===== config.mk =====
export PLATFORM = sky130hd
export DESIGN_NAME = mvm_ram
export DESIGN_NICKNAME = d
export VERILOG_FILES = /design/src/hdl/mvm_ram.sv
export SDC_FILE = /design/constraint.sdc
export NUM_CORES = 2
export LEC_CHECK = 0
export BUFFER_PORTS_ARGS = -buffer_cell sky130_fd_sc_hd__buf_2
export CORE_UTILIZATION = 33
export CTS_CLUSTER_SIZE = 28
export DETAILED_ROUTE_END_ITERATION = 16
export GPL_ROUTABILITY_DRIVEN = 0
export PLACE_DENSITY = 0.54
export SETUP_SLACK_MARGIN = 0.02
export SYNTH_ARGS = -nofsm -noshare
export SYNTH_HDL_FRONTEND = slang
export SYNTH_SLANG_ARGS = --single-unit

===== constraint.sdc =====
create_clock -name clk -period 2 [get_ports clk]
set_input_delay 0 -clock clk [delete_from_list [all_inputs] [get_ports clk]]
set_output_delay 0 -clock clk [all_outputs]
set_load 0.1 [all_outputs]

===== src/hdl/mvm_ram.sv =====
// Generic single-write, single-read synchronous RAM with registered read data.
// No dependencies.
`timescale 1ns / 1ps

module mvm_ram #(
    parameter int WIDTH = 16,
    parameter int DEPTH = 256
) (
    input  logic                                      clk,
    input  logic                                      we,
    input  logic [((DEPTH > 1) ? $clog2(DEPTH) : 1)-1:0] waddr,
    input  logic [WIDTH-1:0]                          wdata,
    input  logic [((DEPTH > 1) ? $clog2(DEPTH) : 1)-1:0] raddr,
    output logic [WIDTH-1:0]                          rdata
);

    logic [WIDTH-1:0] mem_reg [DEPTH];
    logic [WIDTH-1:0] rdata_reg;

    always_ff @(posedge clk)
    begin
        if (we)
        begin
            mem_reg[waddr] <= wdata;
        end
        rdata_reg <= mem_reg[raddr];
    end

    assign rdata = rdata_reg;

endmodule


# --- Word level (Yosys, flattened, before mapping) ---
# Memory sizes are Yosys's and may differ from the RTL's. A register that Yosys moved wholly into a read port is not among the register bits.
# Cells that the tools add are included.
op_classes:
  n_mux: 2
op_table:
  columns: ["operator", "count"]
  rows:
  - ["$mux 1", 2]
totals:
  regBits: 0
  ramBits: 4096
  inputBits: 34
  out_inout_bits: 16
  word_cells: 3
  mem_count: 1
mem_list:
  columns: ["name", "depth", "word_bits", "read_ports", "rd_clocked_by_memory_dff", "wr", "line_no", "text"]
  rows:
  - ["mem_reg", 256, 16, 1, 1, 1, "17", "logic [WIDTH-1:0] mem_reg [DEPTH];"]

# --- Longest topological paths before layout ---
logic_depth:
  depth_word: 2
  depth_mapped: 12
  depth_no_buf: 6

# --- Worst setup path after synthesis ---
# OpenSTA, ideal clock, no wires.
synth_timing:
  kind: "input to register"
  startpoint: "in waddr[3] (netlist name)"
  endpoint: "mem mem_reg[235][0] (enable)"
  setup_time_ns: 0.388
  t_arrival_ns: 1.777
  t_required_ns: 1.612
  path_slack_ns: -0.165
  stages: 6
  path_buffers: 3
  cell_sequence: "clkbuf_1 nor2b_1 clkbuf_1 nand4_1 clkbuf_1 nor2_1"
synth_lines:
  columns: ["element", "line_no", "text"]
  rows:
  - ["from (decl)", "11", "input logic [((DEPTH > 1) ? $clog2(DEPTH) : 1)-1:0] waddr,"]
  - ["to (decl)", "17", null]
# Straight into the memory's write port.

==> flow_summary.json <==
{
  "status": "complete, but fails checks",
  "failed_checks": "setup timing",
  "vdd_drop_max_mv": 0.805,
  "tightest_slew_ns": 1.16,
  "hold_class": "primary input to flop",
  "rows": 254,
  "cts_buffers": 405,
  "relSlewSlack": 0.218,
  "drive_above_1_share": 0.322,
  "detail_route.wl_per_cell_um": 29.8,
  "arrival_ns": 3.40,
  "die_x_um": 696,
  "dp_hpwl_mm": 291,
  "max-cap-violations": 0,
  "synth_common_cells": "edfxtp_1, mux4_2, mux2i_1",
  "grt_usage": 0.185,
  "finalSetupTns_ns": -6.13,
  "clock-sinks": 4112,
  "switching_share": 0.219,
  "yosys_warnings": 0,
  "portBuffers": 49,
  "insertion_delay_ns": 1.01,
  "grt_max_degree": 108,
  "largest_reg_flops": 4096,
  "cp-start-kind": "flop",
  "num_io_pins": 50,
  "antenna_found_initial": 35,
  "synth_area_mm2": 0.159,
  "drtPass1Iterations": 6,
  "dr_total_vias": 81300,
  "crit_type": "flop to flop",
  "cts_setup_buffers": 0,
  "pwr-share-clk": 0.419,
  "hold_ws_ns": 0.0676,
  "synth_top_area_cell": "edfxtp_1",
  "synth_seq_area_share": 0.777,
  "die_area_mm2": 0.484,
  "period_share": 1.28,
  "power_density_mw_per_mm2": 952,
  "core_mm2": 0.479,
  "grt_pass1_wl_mm": 639,
  "synth_area_leaders": "edfxtp_1, mux4_2, mux2i_1, o221ai_1, nor2_1",
  "syn_to_final_growth_pct": 21.2,
  "end_kind": "flop",
  "cts.path.max_buffers": 4,
  "grt_pass1_vias": 82600,
  "h-tree-depth": 5,
  "hold_violations": 0,
  "synth_top_area_frac": 0.775,
  "clockRootBuffer": "clkbuf_16",
  "slew_viol_final": 0,
  "viasPerCell": 5.32,
  "pwr-share-seq": 0.520,
  "tritoncts": "yes",
  "cp_max_fo": 1,
  "drc": 0,
  "initial_core_util": 0.332,
  "power_switching_uw": 40100,
  "ant_nets": 0,
  "synthCells": 7360,
  "fmax_mhz": 391,
  "final_util": 0.402,
  "p_int_uw": 143000,
  "synth_ff_type": "edfxtp_1",
  "drt_iter0_markers": 9056,
  "synth-seq-cells": 4112,
  "required_ns": 2.84,
  "fp.dieH_um": 696,
  "avgSynthCellArea_um2": 21.6,
  "p_leak_uw": 0.0615,
  "setup_slack_ns": -0.555,
  "synth_edf_count": 4096,
  "syn_nets": 7394,
  "synth.most_common_cell": "edfxtp_1",
  "gr-total-overflow": 0,
  "wl_mm": 455,
  "nets": 8561,
  "rsz0062_at_grt": "yes",
  "cts.clk_slew.worst_paths_ns": 0.07,
  "clock_skew_ns": 0.0794,
  "combPwrFrac": 0.061,
  "yosysUniqueCellTypes": 52,
  "period_minus_slack_ns": 2.56,
  "synthArstFlopShare": 0,
  "setup_violations": 16
}
## layout make-up
type,instances,area (µm²)
Sequential cell,4112,123000
Multi-Input combinational cell,2792,33800
Tap cell,6400,8010
Clock inverter,264,2770
Inverter,4,27.5
Fill cell,42300,286000
Clock buffer,483,10500
Antenna cell,19,47.5
Timing Repair Buffer,1212,13800
## stage by stage
stage          setup WS (ns)  area [µm²]  instances  power [µW]
3_5_place_dp           -1.67      178000      14500      108000
3_3_place_gp           -1.72      178000      14500      108000
2_1_floorplan         -0.165      159000       7360      102000
6_report              -0.555      192000      15300      183000
4_1_cts               -0.620      192000      15300      184000
5_1_grt               -0.567      192000      15300      188000
## metal layers
layer	global-route usage	routed length [µm]
met1	0.254	192000
met2	0.310	223000
met3	0.0257	28000
met4	0.0435	11800
met5	0	92
## path summary, 6_finish.rpt
check	start	endpoint	slack (ns)	cells after the start
worst min-delay path	wdata[9]	mem_reg[86][9]	0.07	2
worst min register to register	mem_reg[218][0]	rdata[0]	1.14	6
worst max register to register	mem_reg[55][1]	rdata[1]	-0.56	6
worst max-delay path	mem_reg[55][1]	rdata[1]	-0.56	6
## layout by cell type (no fill, tap or decap), drive strengths merged, types with 19 or more instances in the layout
master / count
a21oi: 175
a221oi: 28
a22o: 32
a22oi: 43
buf: 1174
bufinv: 46
clkbuf: 484
clkinv: 183
diode: 19
dlygate4sd3: 37
edfxtp: 4096
inv: 21
mux2: 88
mux2i: 565
mux4: 797
nand2: 38
nand3: 35
nand4: 26
nor2: 304
nor3: 92
o21ai: 38
o221ai: 253
o22ai: 148
o32ai: 21
## power by group through the flow
stage / sequential, µW / clock (µW) / combinational (µW)
finish: 95200 / 76600 / 11200
floorplan: 97300 / 0 / 4690
global placement: 97000 / 0 / 10700
CTS: 95200 / 78100 / 11200
global route: 95100 / 81000 / 11700
detailed placement: 97000 / 0 / 10800
## worst max-delay path, cell delays in order, from the launching register on
cell and delay, ns:
edfxtp_1 0.36, mux4_2 0.53, mux4_2 0.57, a22o_4 0.36, o32ai_4 0.42, buf_6 0.16, nor4_2 0.04
## kinds of logic after synthesis
kind of cell	share of synthesized area
compound gates	0.0354
simple gates	0.0157
mux	0.155
buf+inv	0.0169
flops	0.777
## timing repair
item / in CTS / in global routing
hold endpoints to repair: 6820 / 0
gates cloned: 0 / 0
pin swaps: 33 / 18
hold buffers: 37 / 0
endpoints found under the setup margin: 29 / 358
gates resized for setup: 144 / 42
No activity file was read; power rests on OpenSTA's default activity.
