File: src/hdl/mvm_pkg.sv
// Shared constants, codes and types of the multi-voice sample mixer.
// No dependencies; the mixer, the multiply unit, the checker and the testbench import it.
`timescale 1ns / 1ps

package mvm_pkg;

    // Sizes. SAMPLE_WORDS must be a power of two: word addresses wrap by masking.
    localparam int VOICE_COUNT  = 16;
    localparam int SAMPLE_WORDS = 65536;

    localparam int VOICE_W   = (VOICE_COUNT > 1) ? $clog2(VOICE_COUNT) : 1;
    localparam int SAMPLE_AW = (SAMPLE_WORDS > 1) ? $clog2(SAMPLE_WORDS) : 1;
    localparam int MASK_W    = 16;
    localparam int GAIN_FRAC = 12;

    // Request codes
    localparam logic [1:0] REQ_LOAD   = 2'd0;
    localparam logic [1:0] REQ_START  = 2'd1;
    localparam logic [1:0] REQ_RENDER = 2'd2;

    // One row of the voice table memory
    typedef struct packed {
        logic [15:0] base;
        logic [15:0] length;
        logic [15:0] position;
        logic [15:0] gain;
        logic        stereo;
        logic        looping;
    } voice_entry_t;

    localparam int VENT_W = $bits(voice_entry_t);

endpackage

File: src/hdl/mvm_mac.sv
// Average, gain multiply and saturating Q4.12 scale of one sample pair.
// Depends on mvm_pkg for the gain fraction width.
`timescale 1ns / 1ps

module mvm_mac (
    input  logic        clk,
    input  logic        mul_en,
    input  logic [15:0] word_a,
    input  logic [15:0] word_b,
    input  logic [15:0] gain,
    output logic [15:0] scaled
);
    import mvm_pkg::*;

    logic signed [16:0] sum;
    logic signed [16:0] avg17;
    logic signed [15:0] avg;
    logic signed [16:0] gain_s;
    logic signed [32:0] prod_next;
    logic signed [32:0] prod_reg;
    logic signed [32:0] prod_adj;
    logic signed [32:0] quot;

    // Truncate toward zero on both the average and the scale
    assign sum       = $signed({word_a[15], word_a}) + $signed({word_b[15], word_b});
    assign avg17     = (sum + $signed({16'b0, sum[16]})) >>> 1;
    assign avg       = avg17[15:0];
    assign gain_s    = $signed({1'b0, gain});
    assign prod_next = 33'(avg) * 33'(gain_s);

    always_ff @(posedge clk)
    begin
        if (mul_en)
        begin
            prod_reg <= prod_next;
        end
    end

    assign prod_adj = prod_reg
                    + $signed({{(33 - GAIN_FRAC){1'b0}}, {GAIN_FRAC{prod_reg[32]}}});
    assign quot     = prod_adj >>> GAIN_FRAC;

    always_comb
    begin
        priority if (quot > 33'sd32767)
        begin
            scaled = 16'h7FFF;
        end
        else if (quot < -33'sd32768)
        begin
            scaled = 16'h8000;
        end
        else
        begin
            scaled = quot[15:0];
        end
    end

endmodule

File: config.mk
export PLATFORM = sky130hd
export DESIGN_NAME = mvm_mac
export DESIGN_NICKNAME = d
export VERILOG_FILES = /design/src/hdl/mvm_pkg.sv /design/src/hdl/mvm_mac.sv
export SDC_FILE = /design/constraint.sdc
export NUM_CORES = 1
export LEC_CHECK = 0
export BUFFER_PORTS_ARGS = -buffer_cell sky130_fd_sc_hd__buf_2
export CAP_MARGIN = 15
export CELL_PAD_IN_SITES_DETAIL_PLACEMENT = 0
export CELL_PAD_IN_SITES_GLOBAL_PLACEMENT = 1
export CORE_UTILIZATION = 30
export CTS_BUF_LIST = sky130_fd_sc_hd__clkbuf_8
export DETAILED_ROUTE_END_ITERATION = 8
export HOLD_SLACK_MARGIN = 0.03
export MAX_ROUTING_LAYER = met4
export PLACE_DENSITY = 0.56
export SYNTH_ARGS = -nofsm -noshare
export SYNTH_HDL_FRONTEND = slang
export SYNTH_SLANG_ARGS = --single-unit
export TNS_END_PERCENT = 20
File: constraint.sdc
create_clock -name clk -period 28.7 [get_ports clk]
set_clock_uncertainty 0.05 [all_clocks]
set_input_delay 2.87 -clock clk [delete_from_list [all_inputs] [get_ports clk]]
set_output_delay 2.87 -clock clk [all_outputs]
set_load 0.01 [all_outputs]
---- Word level (Yosys, flattened, before mapping) ----
Cells that the tools add are included.
cells by class
  add/sub/neg operators ................... 3
  multiply operators ...................... 1
  magnitude comparators ................... 2
  mux-type cells .......................... 2
operator list
  cell                    count
  $add A33 B13 Y33        1
  $mul A16 B17 Y33        1
  $mux W16                2
  $gt A21 B16 Y1 const B  1
  $lt A21 B16 Y1 const B  1
  $add A16 B16 Y17        1
  $add A17 B2 Y17         1
storage, ports and cells
  bits in registers ....................... 33
  input bits .............................. 50
  word-level logic and storage cells ...... 9

---- Longest topological paths before layout ----
Gate-level depths: netlist of run 1.
  depth after elaboration ................. 4
  gate-level depth with buffers ........... 37
  depth with buffers taken out ............ 36

---- Worst setup path after synthesis of run 1 ----
Ideal clock, no wire load.
  path kind ............................... input port to flip-flop
  start point ............................. input word_a[0]
  end point ............................... register prod_reg[31] (data pin)
  library setup time ...................... 0.258 ns
  data arrival time ....................... 11.073 ns
  data required time ...................... 28.392 ns
  setup slack ............................. 17.319 ns
  stages on the path ...................... 36
  path buffers ............................ 1
  cells stage by stage .................... ha_1 > inv_1 > fa_1 > nor2b_1 > o21ai_0 > a211oi_1 > nand3_1 > and3_1 > ha_1 > and3_1 > nand3_1 > nor4_4 > xor2_1 > buf_2 > nand2_1 > fa_1 > inv_1 > fa_1 > inv_1 > fa_1 > inv_1 > fa_1 > fa_1 > inv_1 > fa_1 > inv_1 > ha_1 > nand4_1 > nor2_1 > o311ai_1 > a31oi_1 > o31a_1 > or3_1 > a31o_2 > a21oi_1 > xnor2_1
between the ends
  word-level cells in the longest chain between the ends .. 3
RTL lines
  element               line           source
  from (decl)           mvm_mac.sv:8   input logic [15:0] word_a,
  $add A16 B16 Y17      mvm_mac.sv:25  assign sum = $signed({word_a[15], word_a}) + $signed({word_b[15], word_b});
  $add A17 B2 Y17       mvm_mac.sv:26  assign avg17 = (sum + $signed({16'b0, sum[16]})) >>> 1;
  $mul A16 B17 Y33      mvm_mac.sv:29  assign prod_next = 33'(avg) * 33'(gain_s);
  net prod_next[31]     mvm_mac.sv:19  logic signed [32:0] prod_next;
  to (signal assigned)  mvm_mac.sv:35  prod_reg <= prod_next;
  to (decl)             mvm_mac.sv:20  logic signed [32:0] prod_reg;
The timed path passes the listed nets, and every way through them passes these cells.
A chain may end at the register's enable or synchronous reset.

---- Final worst setup path of run 1 ----
Same ends and word-level chain as after synthesis.

==> results_dict.tcl, run 1 <==
set metrics [dict create \
    route.vias.total 8701 \
    yosys_warnings 0 \
    critPathTopFamily "adder cells" \
    hold_depth 2 \
    crit_top_cell "fa_1" \
    rsz0062_at_grt "no" \
    synth_cell_types 61 \
    port_buffers 65 \
    grt_overflow 0 \
    drtAntennaViolNets 0 \
    status "finished clean" \
    worstHoldEndpoint "prod_reg[0]" \
    worstSetupStartpointType "input pin" \
    floorplan.initialDensity 0.305 \
    crit_buf_inv 5 \
    ys_async_sr_fraction 0 \
    yosysSeqAreaShare 0.0841 \
    syn_area_um2 11800 \
    fin_area_um2 12800 \
    route.detailed.drc 0 \
    setup_viol_count_final 0 \
    syn-num-nets 1733 \
    root_buffer "clkbuf_8" \
    layout_min_cycle_time_ps 12180 \
    drtIter0Drc 331 \
    cts_made_buffers 5 \
    crit_type "input pin to flop" \
    clkTransAtPathRegs_ps 80 \
    cts_hold_buf 0 \
    period_share 0.424 \
    gp_congestion 0.834 \
    fp.dieH_um 200 \
    synth_flop_cell "edfxtp_1" \
    antenna_found_initial 0 \
    cts_sinks 33 \
    dp.final_hpwl_um 25300 \
    rows 72 \
    htreeDepth 2 \
    synth_edf_count 33 \
    avgRoutedWirePerCell_um 15.8 \
    fillers 4143 \
    slew_viol_final 0 \
    worstSetupEndpointType "flop" \
    design.portCount 66 \
    multi_input_comb_area_um2 9630 \
    chipWidth_um 200 \
    maxSlewHeadroom 0.362 \
    place_area_um2 12700 \
    core_area_um2 38600 \
    cts_tree "done" \
    grt_usage 0.160 \
    post_cts_resized 0 \
    largest_register_ffs 33 \
    hold_viol 0 \
    cts_setup_buffers 0 \
    finalWirelength_um 30100 \
    holdCritStartpoint "gain[0]" \
    fin_tns_setup_ps 0 \
    area_growth_pct 8.83 \
    avgSynthCellArea_um2 8.80 \
    clockBufferDepth 2 \
    maxCapViolations 0 \
    setup_ws_ps 16520 \
    synth_top_area_share 0.331 \
    grt_pass1_wl_um 49900 \
    vias_per_cell 4.58 \
    hold_class "input pin to flop" \
    ff_latch_area_um2 991 \
    yosys-top-cells-area "fa_1 (33%), ha_1 (16%), inv_1 (8.8%), edfxtp_1 (8.4%), and2_1 (5.9%)" \
    fmax_mhz 82.1 \
    firstDrtPassIters 4 \
    dp_slack_ps 16190 \
    synth_seq_cells 33 \
    nets 1776 \
    crit_arrival_ps 12160 \
    crit_fanout 16 \
    drive_gt1_frac 0.0818 \
    die-area_um2 40100 \
    yosys.area.top_type "fa_1" \
    syn_inst 1338 \
    max_stage_delay_ps 730 \
    cp_slowest_cell "xor2_2" \
    grt_max_degree 34 \
    required_ps 28670 \
    tightest_slew_ps 953 \
    grt_pass1_vias 9188 \
    insertedDiodeCount 0 \
]
-- cells in the final DEF, fill, tap and decap left out, types with 3 or more instances in the layout --
cell,Yosys,routed
nand2_1,152,152
a21o_1,10,10
ha_1,150,150
buf_2,6,66
a31oi_1,4,4
nand4_1,12,12
a21oi_1,44,44
o211ai_1,3,3
xnor2_1,43,38
and3_1,10,10
or3_1,4,4
xor2_1,25,23
o21a_1,8,8
mux2i_1,3,3
nand2b_1,17,17
o21bai_1,5,5
edfxtp_1,33,33
nor4_1,6,6
inv_1,276,277
nor2_1,30,30
and2_1,111,111
nor3_1,20,20
or4_1,5,5
nand3_1,20,20
o31ai_1,3,3
o21ai_0,41,41
a211o_1,3,3
fa_1,195,195
xnor2_2,3,8
nor2_2,9,9
a211oi_1,6,6
nor2b_1,16,16
buf_4,2,10
clkbuf_8,0,5
-- synth_stat cells (2+ instances only) --
master	number
inv_1	276
clkbuf_1	31
o21bai_1	5
or3_1	4
o21a_1	8
xnor2_1	43
o21ai_0	41
nand2b_1	17
nor2b_1	16
nor3_1	20
nand2_1	152
and3_1	10
o31ai_1	3
mux2i_1	3
nor4_4	2
o311a_1	2
nand3_1	20
nor2_1	30
o211ai_1	3
a211o_1	3
a21o_1	10
or4_1	5
ha_1	150
xor2_1	25
buf_4	2
buf_2	6
and2_1	111
a211oi_1	6
nor4_1	6
and4_1	2
nor2_2	9
a22oi_1	2
xnor2_2	3
edfxtp_1	33
nand4_1	12
a21oi_1	44
a31oi_1	4
a21boi_0	2
fa_1	195
-- through the flow --
step / cells / util / hold slack, ps
floorplan: 1338 / - / 2930
global placement: 1891 / 0.329 / 3400
detailed placement: 1891 / 0.329 / 3390
CTS: 1899 / 0.332 / 3080
global route: 1900 / 0.332 / 3090
finish: 1900 / 0.332 / 3080
-- routing by layer --
layer,part of all wire,vias up,global-route usage
li1,-,4289,-
met1,0.49,4279,0.220
met2,0.48,110,0.259
met3,0.022,23,0.0116
met4,0.013,0,0.0297
met5,0,-,-
-- worst max path at each step --
stage,depth (start not counted),from,to
floorplan,36,word_a[0],prod_reg[31]
global placement,32,word_a[0],prod_reg[31]
detailed placement,35,word_a[0],prod_reg[31]
CTS,35,word_a[0],prod_reg[31]
global route,35,word_b[0],prod_reg[31]
finish,35,word_a[0],prod_reg[31]
-- cell type report --
| type | count | area share |
|---|---|---|
| multi-input combinational | 988 | 0.751 |
| inverter | 277 | 0.0811 |
| sequential | 33 | 0.0773 |
| tap | 518 | 0.0506 |
| timing repair buffer | 76 | 0.0316 |
| clock buffer | 5 | 0.00537 |
| clock inverter | 3 | 0.00293 |
-- cell families after synthesis --
logic type	after synthesis	synth area share
and+or+nand+nor	423	0.187
adders and majority gates	345	0.491
buffers and inverters	317	0.103
AOI/OAI and AO/OA	146	0.0783
xor gates and xnor gates	71	0.0547
DFF	33	0.0841
muxes	3	0.00255
Power of run 1 is not shown: default switching activity piles up to over one toggle a cycle in this logic, so the estimate is an artifact.
==> inputs of run 2 (changes only) <==
ABC_AREA = 1   (was not set)
PLACE_DENSITY = 0.58   (was 0.56)
clock period = 12.3 ns   (was 28.7 ns; I/O delays follow)
==> run 2 against run 1 <==
  * Critical endpoint is now prod_reg[25]
  * Hold slack worse by 1600 ps
  * Worst setup slack worse by 14000 ps
  * Via count increased by 23%
  * Final cell count increased by 20%
  * Critical path depth is 11 higher
  * Routed wire length up 26%
  * The run now ends with DRC left
  * Non-clock buffer count decreased by 10
  * First-iteration DRC count rose by 51%
==> results_dict.tcl, run 2 <==
set metrics [dict create \
    status "complete, but fails checks" \
    violations "DRC" \
    drtAntennaViolNets 0 \
    gp_congestion 0.887 \
    rows 75 \
    worstHoldEndpoint "prod_reg[0]" \
    fin_tns_setup_ps 0 \
    syn_inst 1697 \
    final_common_cell "inv_1" \
    clkTransAtPathRegs_ps 70 \
    insertedDiodeCount 0 \
    finalWirelength_um 37800 \
    drive_gt1_frac 0.0946 \
    core_area_um2 41900 \
    worstSetupEndpointType "flop" \
    die-area_um2 43200 \
    synth_cell_types 46 \
    syn_area_um2 12700 \
    mostFrequentLayoutCells "inv_1 (400), nand2_1 (374), fa_1 (195), nor2_1 (157), ha_1 (150)" \
    crit_type "input pin to flop" \
    cp_slowest_cell "fa_1" \
    required_ps 12290 \
    tightest_slew_ps 758 \
    dp.final_hpwl_um 33100 \
    crit_arrival_ps 9960 \
    critPathTopFamily "adder cells" \
    chipWidth_um 208 \
    port_buffers 65 \
    max_stage_delay_ps 550 \
    crit_top_cell "nand2_1" \
    utilization 0.327 \
    grt_max_degree 34 \
    grt_pass1_vias 11224 \
    root_buffer "clkbuf_8" \
    firstDrtPassIters 6 \
    fmax_mhz 100 \
    syn-num-nets 2092 \
    area_growth_pct 7.50 \
    cts_hold_buf 0 \
    nets 2138 \
    ys_async_sr_fraction 0 \
    crit_buf_inv 10 \
    hold_depth 3 \
    avgSynthCellArea_um2 7.50 \
    largest_register_ffs 33 \
    drtIter0Drc 501 \
    grt_pass1_wl_um 62300 \
    setup_viol_count_final 0 \
    cts_tree "done" \
    vias_per_cell 4.68 \
    hold_class "input pin to flop" \
    clockBufferDepth 2 \
    avgRoutedWirePerCell_um 16.6 \
    yosys.area.top_type "fa_1" \
    post_cts_resized 0 \
    yosysMostFrequentCell "inv_1" \
    yosys-top-cells-area "fa_1 (31%), ha_1 (15%), inv_1 (12%), nand2_1 (11%), edfxtp_1 (7.8%)" \
    crit_fanout 18 \
    grt_usage 0.190 \
    grt_overflow 0 \
    maxCapViolations 0 \
    antenna_found_initial 0 \
    rsz0062_at_grt "no" \
    route.detailed.drc 2 \
    holdCritStartpoint "gain[0]" \
    cts_sinks 33 \
    yosysSeqAreaShare 0.0779 \
    htreeDepth 2 \
    synth_top_area_share 0.307 \
    synthTopCellsByCount "inv_1 (399), nand2_1 (374), fa_1 (195)" \
    period_share 0.810 \
    cts_made_buffers 5 \
    layout_min_cycle_time_ps 9960 \
    fp.dieH_um 208 \
    cts_setup_buffers 0 \
    dp_slack_ps 2110 \
    synth_edf_count 33 \
    setup_ws_ps 2340 \
    hold_viol 0 \
    route.vias.total 10691 \
    design.portCount 66 \
    maxSlewHeadroom 0.495 \
    worstSetupStartpointType "input pin" \
    slew_viol_final 0 \
    yosys_warnings 0 \
    synth_flop_cell "edfxtp_1" \
    synth_seq_cells 33 \
    floorplan.initialDensity 0.304 \
]
==> run 2: changes by cell type in the layout (fill, tap and decap cells not counted), sizes merged, moves of 16 or more <==
cell,change
nor2b,-16
nand3,+84
xnor2,-37
and2,-110
nor2,+150
o21ai,-17
nand2,+253
nand2b,-17
inv,+131
==> run 2: final cells by class <==
class                      instances  area [um^2]
timing repair buffer              66          333
inverter                         409         1540
fill                            4606        28200
clock inverter                     3         13.8
multi-input combinational       1228        10100
tap                              539          674
clock buffer                       5         68.8
sequential                        33          991
==> run 2: through the flow <==
stage | cell area [um^2] | std cells | hold WS (ps)
after global placement | 13600 | 2275 | 1730
after floorplan | 12700 | 1697 | 1290
after global routing | 13700 | 2283 | 1420
final | 13700 | 2283 | 1450
after detailed placement | 13600 | 2275 | 1740
after CTS | 13700 | 2283 | 1430
==> run 2: worst max-delay path by stage <==
stage | startpoint | end | slack [ps] | cells past startpoint
after floorplan | word_a[0] | prod_reg[30] | 3440 | 47
after global placement | word_a[0] | prod_reg[25] | 2360 | 46
after detailed placement | word_a[0] | prod_reg[25] | 2110 | 46
after CTS | word_a[0] | prod_reg[25] | 2390 | 46
after global routing | word_a[0] | prod_reg[25] | 1730 | 47
final | word_a[0] | prod_reg[25] | 2340 | 46
==> run 2: kinds of logic after synthesis <==
family	after synthesis	share of synthesized area
XOR/XNOR	40	0.0281
adder cells (fa/ha/maj)	345	0.454
AND/OR/NAND/NOR	734	0.257
flip-flops	33	0.0779
buffers and inverters	436	0.131
AO/OA/AOI/OAI	109	0.0510
==> run 2: metal layers <==
| layer | track usage | wire length (um) | vias up |
|---|---|---|---|
| met3 | 0.0127 | 1310 | 22 |
| met4 | 0.0235 | 444 | 0 |
| met5 | - | 0 | - |
| met2 | 0.305 | 17100 | 228 |
| met1 | 0.270 | 19000 | 5211 |
| li1 | - | - | 5230 |
Power of run 2 is left out for the same reason.
==> inputs of run 3 (changes only) <==
ABC_AREA = 0   (was 1)
PLACE_DENSITY = 0.56   (was 0.58)
clock period = 9.5 ns   (was 12.3 ns; I/O delays follow)
==> run 3 against run 2 <==
  * The run now ends clean
  * Sequential share of layout area is essentially flat
  * Flip-flop and latch count is the same
  * Worst setup slack lost 2000 ps
  * First-iteration DRC count shrank 47%
  * Design area grew 0.60%
==> results_dict.tcl, run 3 (synthesized netlist as in run 1, its figures left out) <==
set metrics [dict create \
    cts_tree "done" \
    cts_made_buffers 5 \
    tightest_slew_ps 725 \
    largest_register_ffs 33 \
    root_buffer "clkbuf_8" \
    maxCapViolations 0 \
    hold_class "input pin to flop" \
    fillers 4040 \
    grt_usage 0.156 \
    cts_sinks 33 \
    area_growth_pct 16.8 \
    antenna_found_initial 0 \
    maxSlewHeadroom 0.516 \
    worstSetupEndpointType "flop" \
    route.vias.total 9036 \
    drtIter0Drc 266 \
    htreeDepth 2 \
    fmax_mhz 110 \
    worstSetupStartpointType "input pin" \
    setup_viol_count_final 0 \
    drive_gt1_frac 0.165 \
    clkTransAtPathRegs_ps 70 \
    drtAntennaViolNets 0 \
    status "finished clean" \
    holdCritStartpoint "gain[0]" \
    core_area_um2 38600 \
    cp_slowest_cell "fa_1" \
    chipWidth_um 200 \
    grt_pass1_wl_um 49600 \
    crit_fanout 4 \
    worstHoldEndpoint "prod_reg[0]" \
    cts_hold_buf 0 \
    period_share 0.961 \
    required_ps 9490 \
    final_common_cell "inv_1" \
    max_stage_delay_ps 580 \
    hold_viol 0 \
    route.detailed.drc 0 \
    rows 72 \
    insertedDiodeCount 0 \
    design.portCount 66 \
    dp.final_hpwl_um 26100 \
    mostFrequentLayoutCells "inv_1 (276), fa_1 (193), nand2_1 (151), ha_1 (140), and2_1 (111)" \
    die-area_um2 40100 \
    crit_top_cell "fa_1" \
    crit_arrival_ps 9120 \
    vias_per_cell 4.52 \
    port_buffers 65 \
    grt_pass1_vias 9571 \
    gp_congestion 0.826 \
    finalWirelength_um 29800 \
    grt_max_degree 34 \
    firstDrtPassIters 4 \
    fp.dieH_um 200 \
    layout_min_cycle_time_ps 9130 \
    grt_overflow 0 \
    crit_type "input pin to flop" \
    floorplan.initialDensity 0.305 \
    hold_depth 2 \
    clockBufferDepth 2 \
    fin_area_um2 13800 \
    place_area_um2 13300 \
    nets 1876 \
    avgRoutedWirePerCell_um 14.9 \
    slew_viol_final 0 \
]
run 3: changes by cell type in the layout (fill, tap and decap cells not counted), sizes merged, moves of 8 or more:
cell,change
inv,-132
nand3,-84
and3,+10
buf,+110
o21ai,+17
a21oi,-8
nand2b,+17
and2,+110
nor2,-150
xnor2,+37
nand2,-253
nor2b,+16
run 3: stage by stage:
stage,hold slack (ps),std cells,TNS [ps],worst slack [ps],util
2_1_floorplan,1010,1338,0,39.0,-
3_3_place_gp,1500,1978,-408,-198,0.344
3_5_place_dp,1500,1978,-675,-344,0.344
4_1_cts,1180,1986,0,29.5,0.348
5_1_grt,1180,2000,-13.1,-13.1,0.356
6_report,1180,2000,0,369,0.356
run 3: final cells by class:
cell class                      count  area [um^2]  area share
Sequential cell                    33          991      0.0720
Tap cell                          518          648      0.0471
Clock buffer                        5         68.8     0.00500
Multi-Input combinational cell    988         9810       0.713
Clock inverter                      3         46.3     0.00336
Inverter                          277         1040      0.0756
Timing Repair Buffer              176         1160      0.0840
run 3: critical path: cells and delay by family:
| kind | cells | cell delay [ps] |
|---|---|---|
| compound gates | 9 | 2220 |
| xor+xnor | 3 | 490 |
| fa+ha+maj | 8 | 3590 |
| buf+inv | 6 | 680 |
| simple gates | 6 | 1170 |
run 3: how the worst max path moves through the flow:
stage                    from           end  cells past startpoint
CTS                 word_a[5]  prod_reg[31]                     34
floorplan           word_a[0]  prod_reg[31]                     36
global route        word_a[9]  prod_reg[31]                     36
global placement    word_a[0]  prod_reg[31]                     32
detailed placement  word_b[0]  prod_reg[31]                     37
finish              word_b[3]  prod_reg[31]                     32
run 3: layer usage:
metal	track usage	wire length, um	vias up
li1	-	-	4481
met1	0.217	14900	4466
met2	0.262	14300	81
met3	0.00602	449	8
met4	0.0140	142	0
met5	-	0	-
run 3: repair_timing:
action / CTS / global route
setup buffers: 0 / 13
endpoints found under the setup margin: 1 / 7
pin swaps: 0 / 32
gates resized for setup: 1 / 47
Power of run 3 is left out for the same reason.
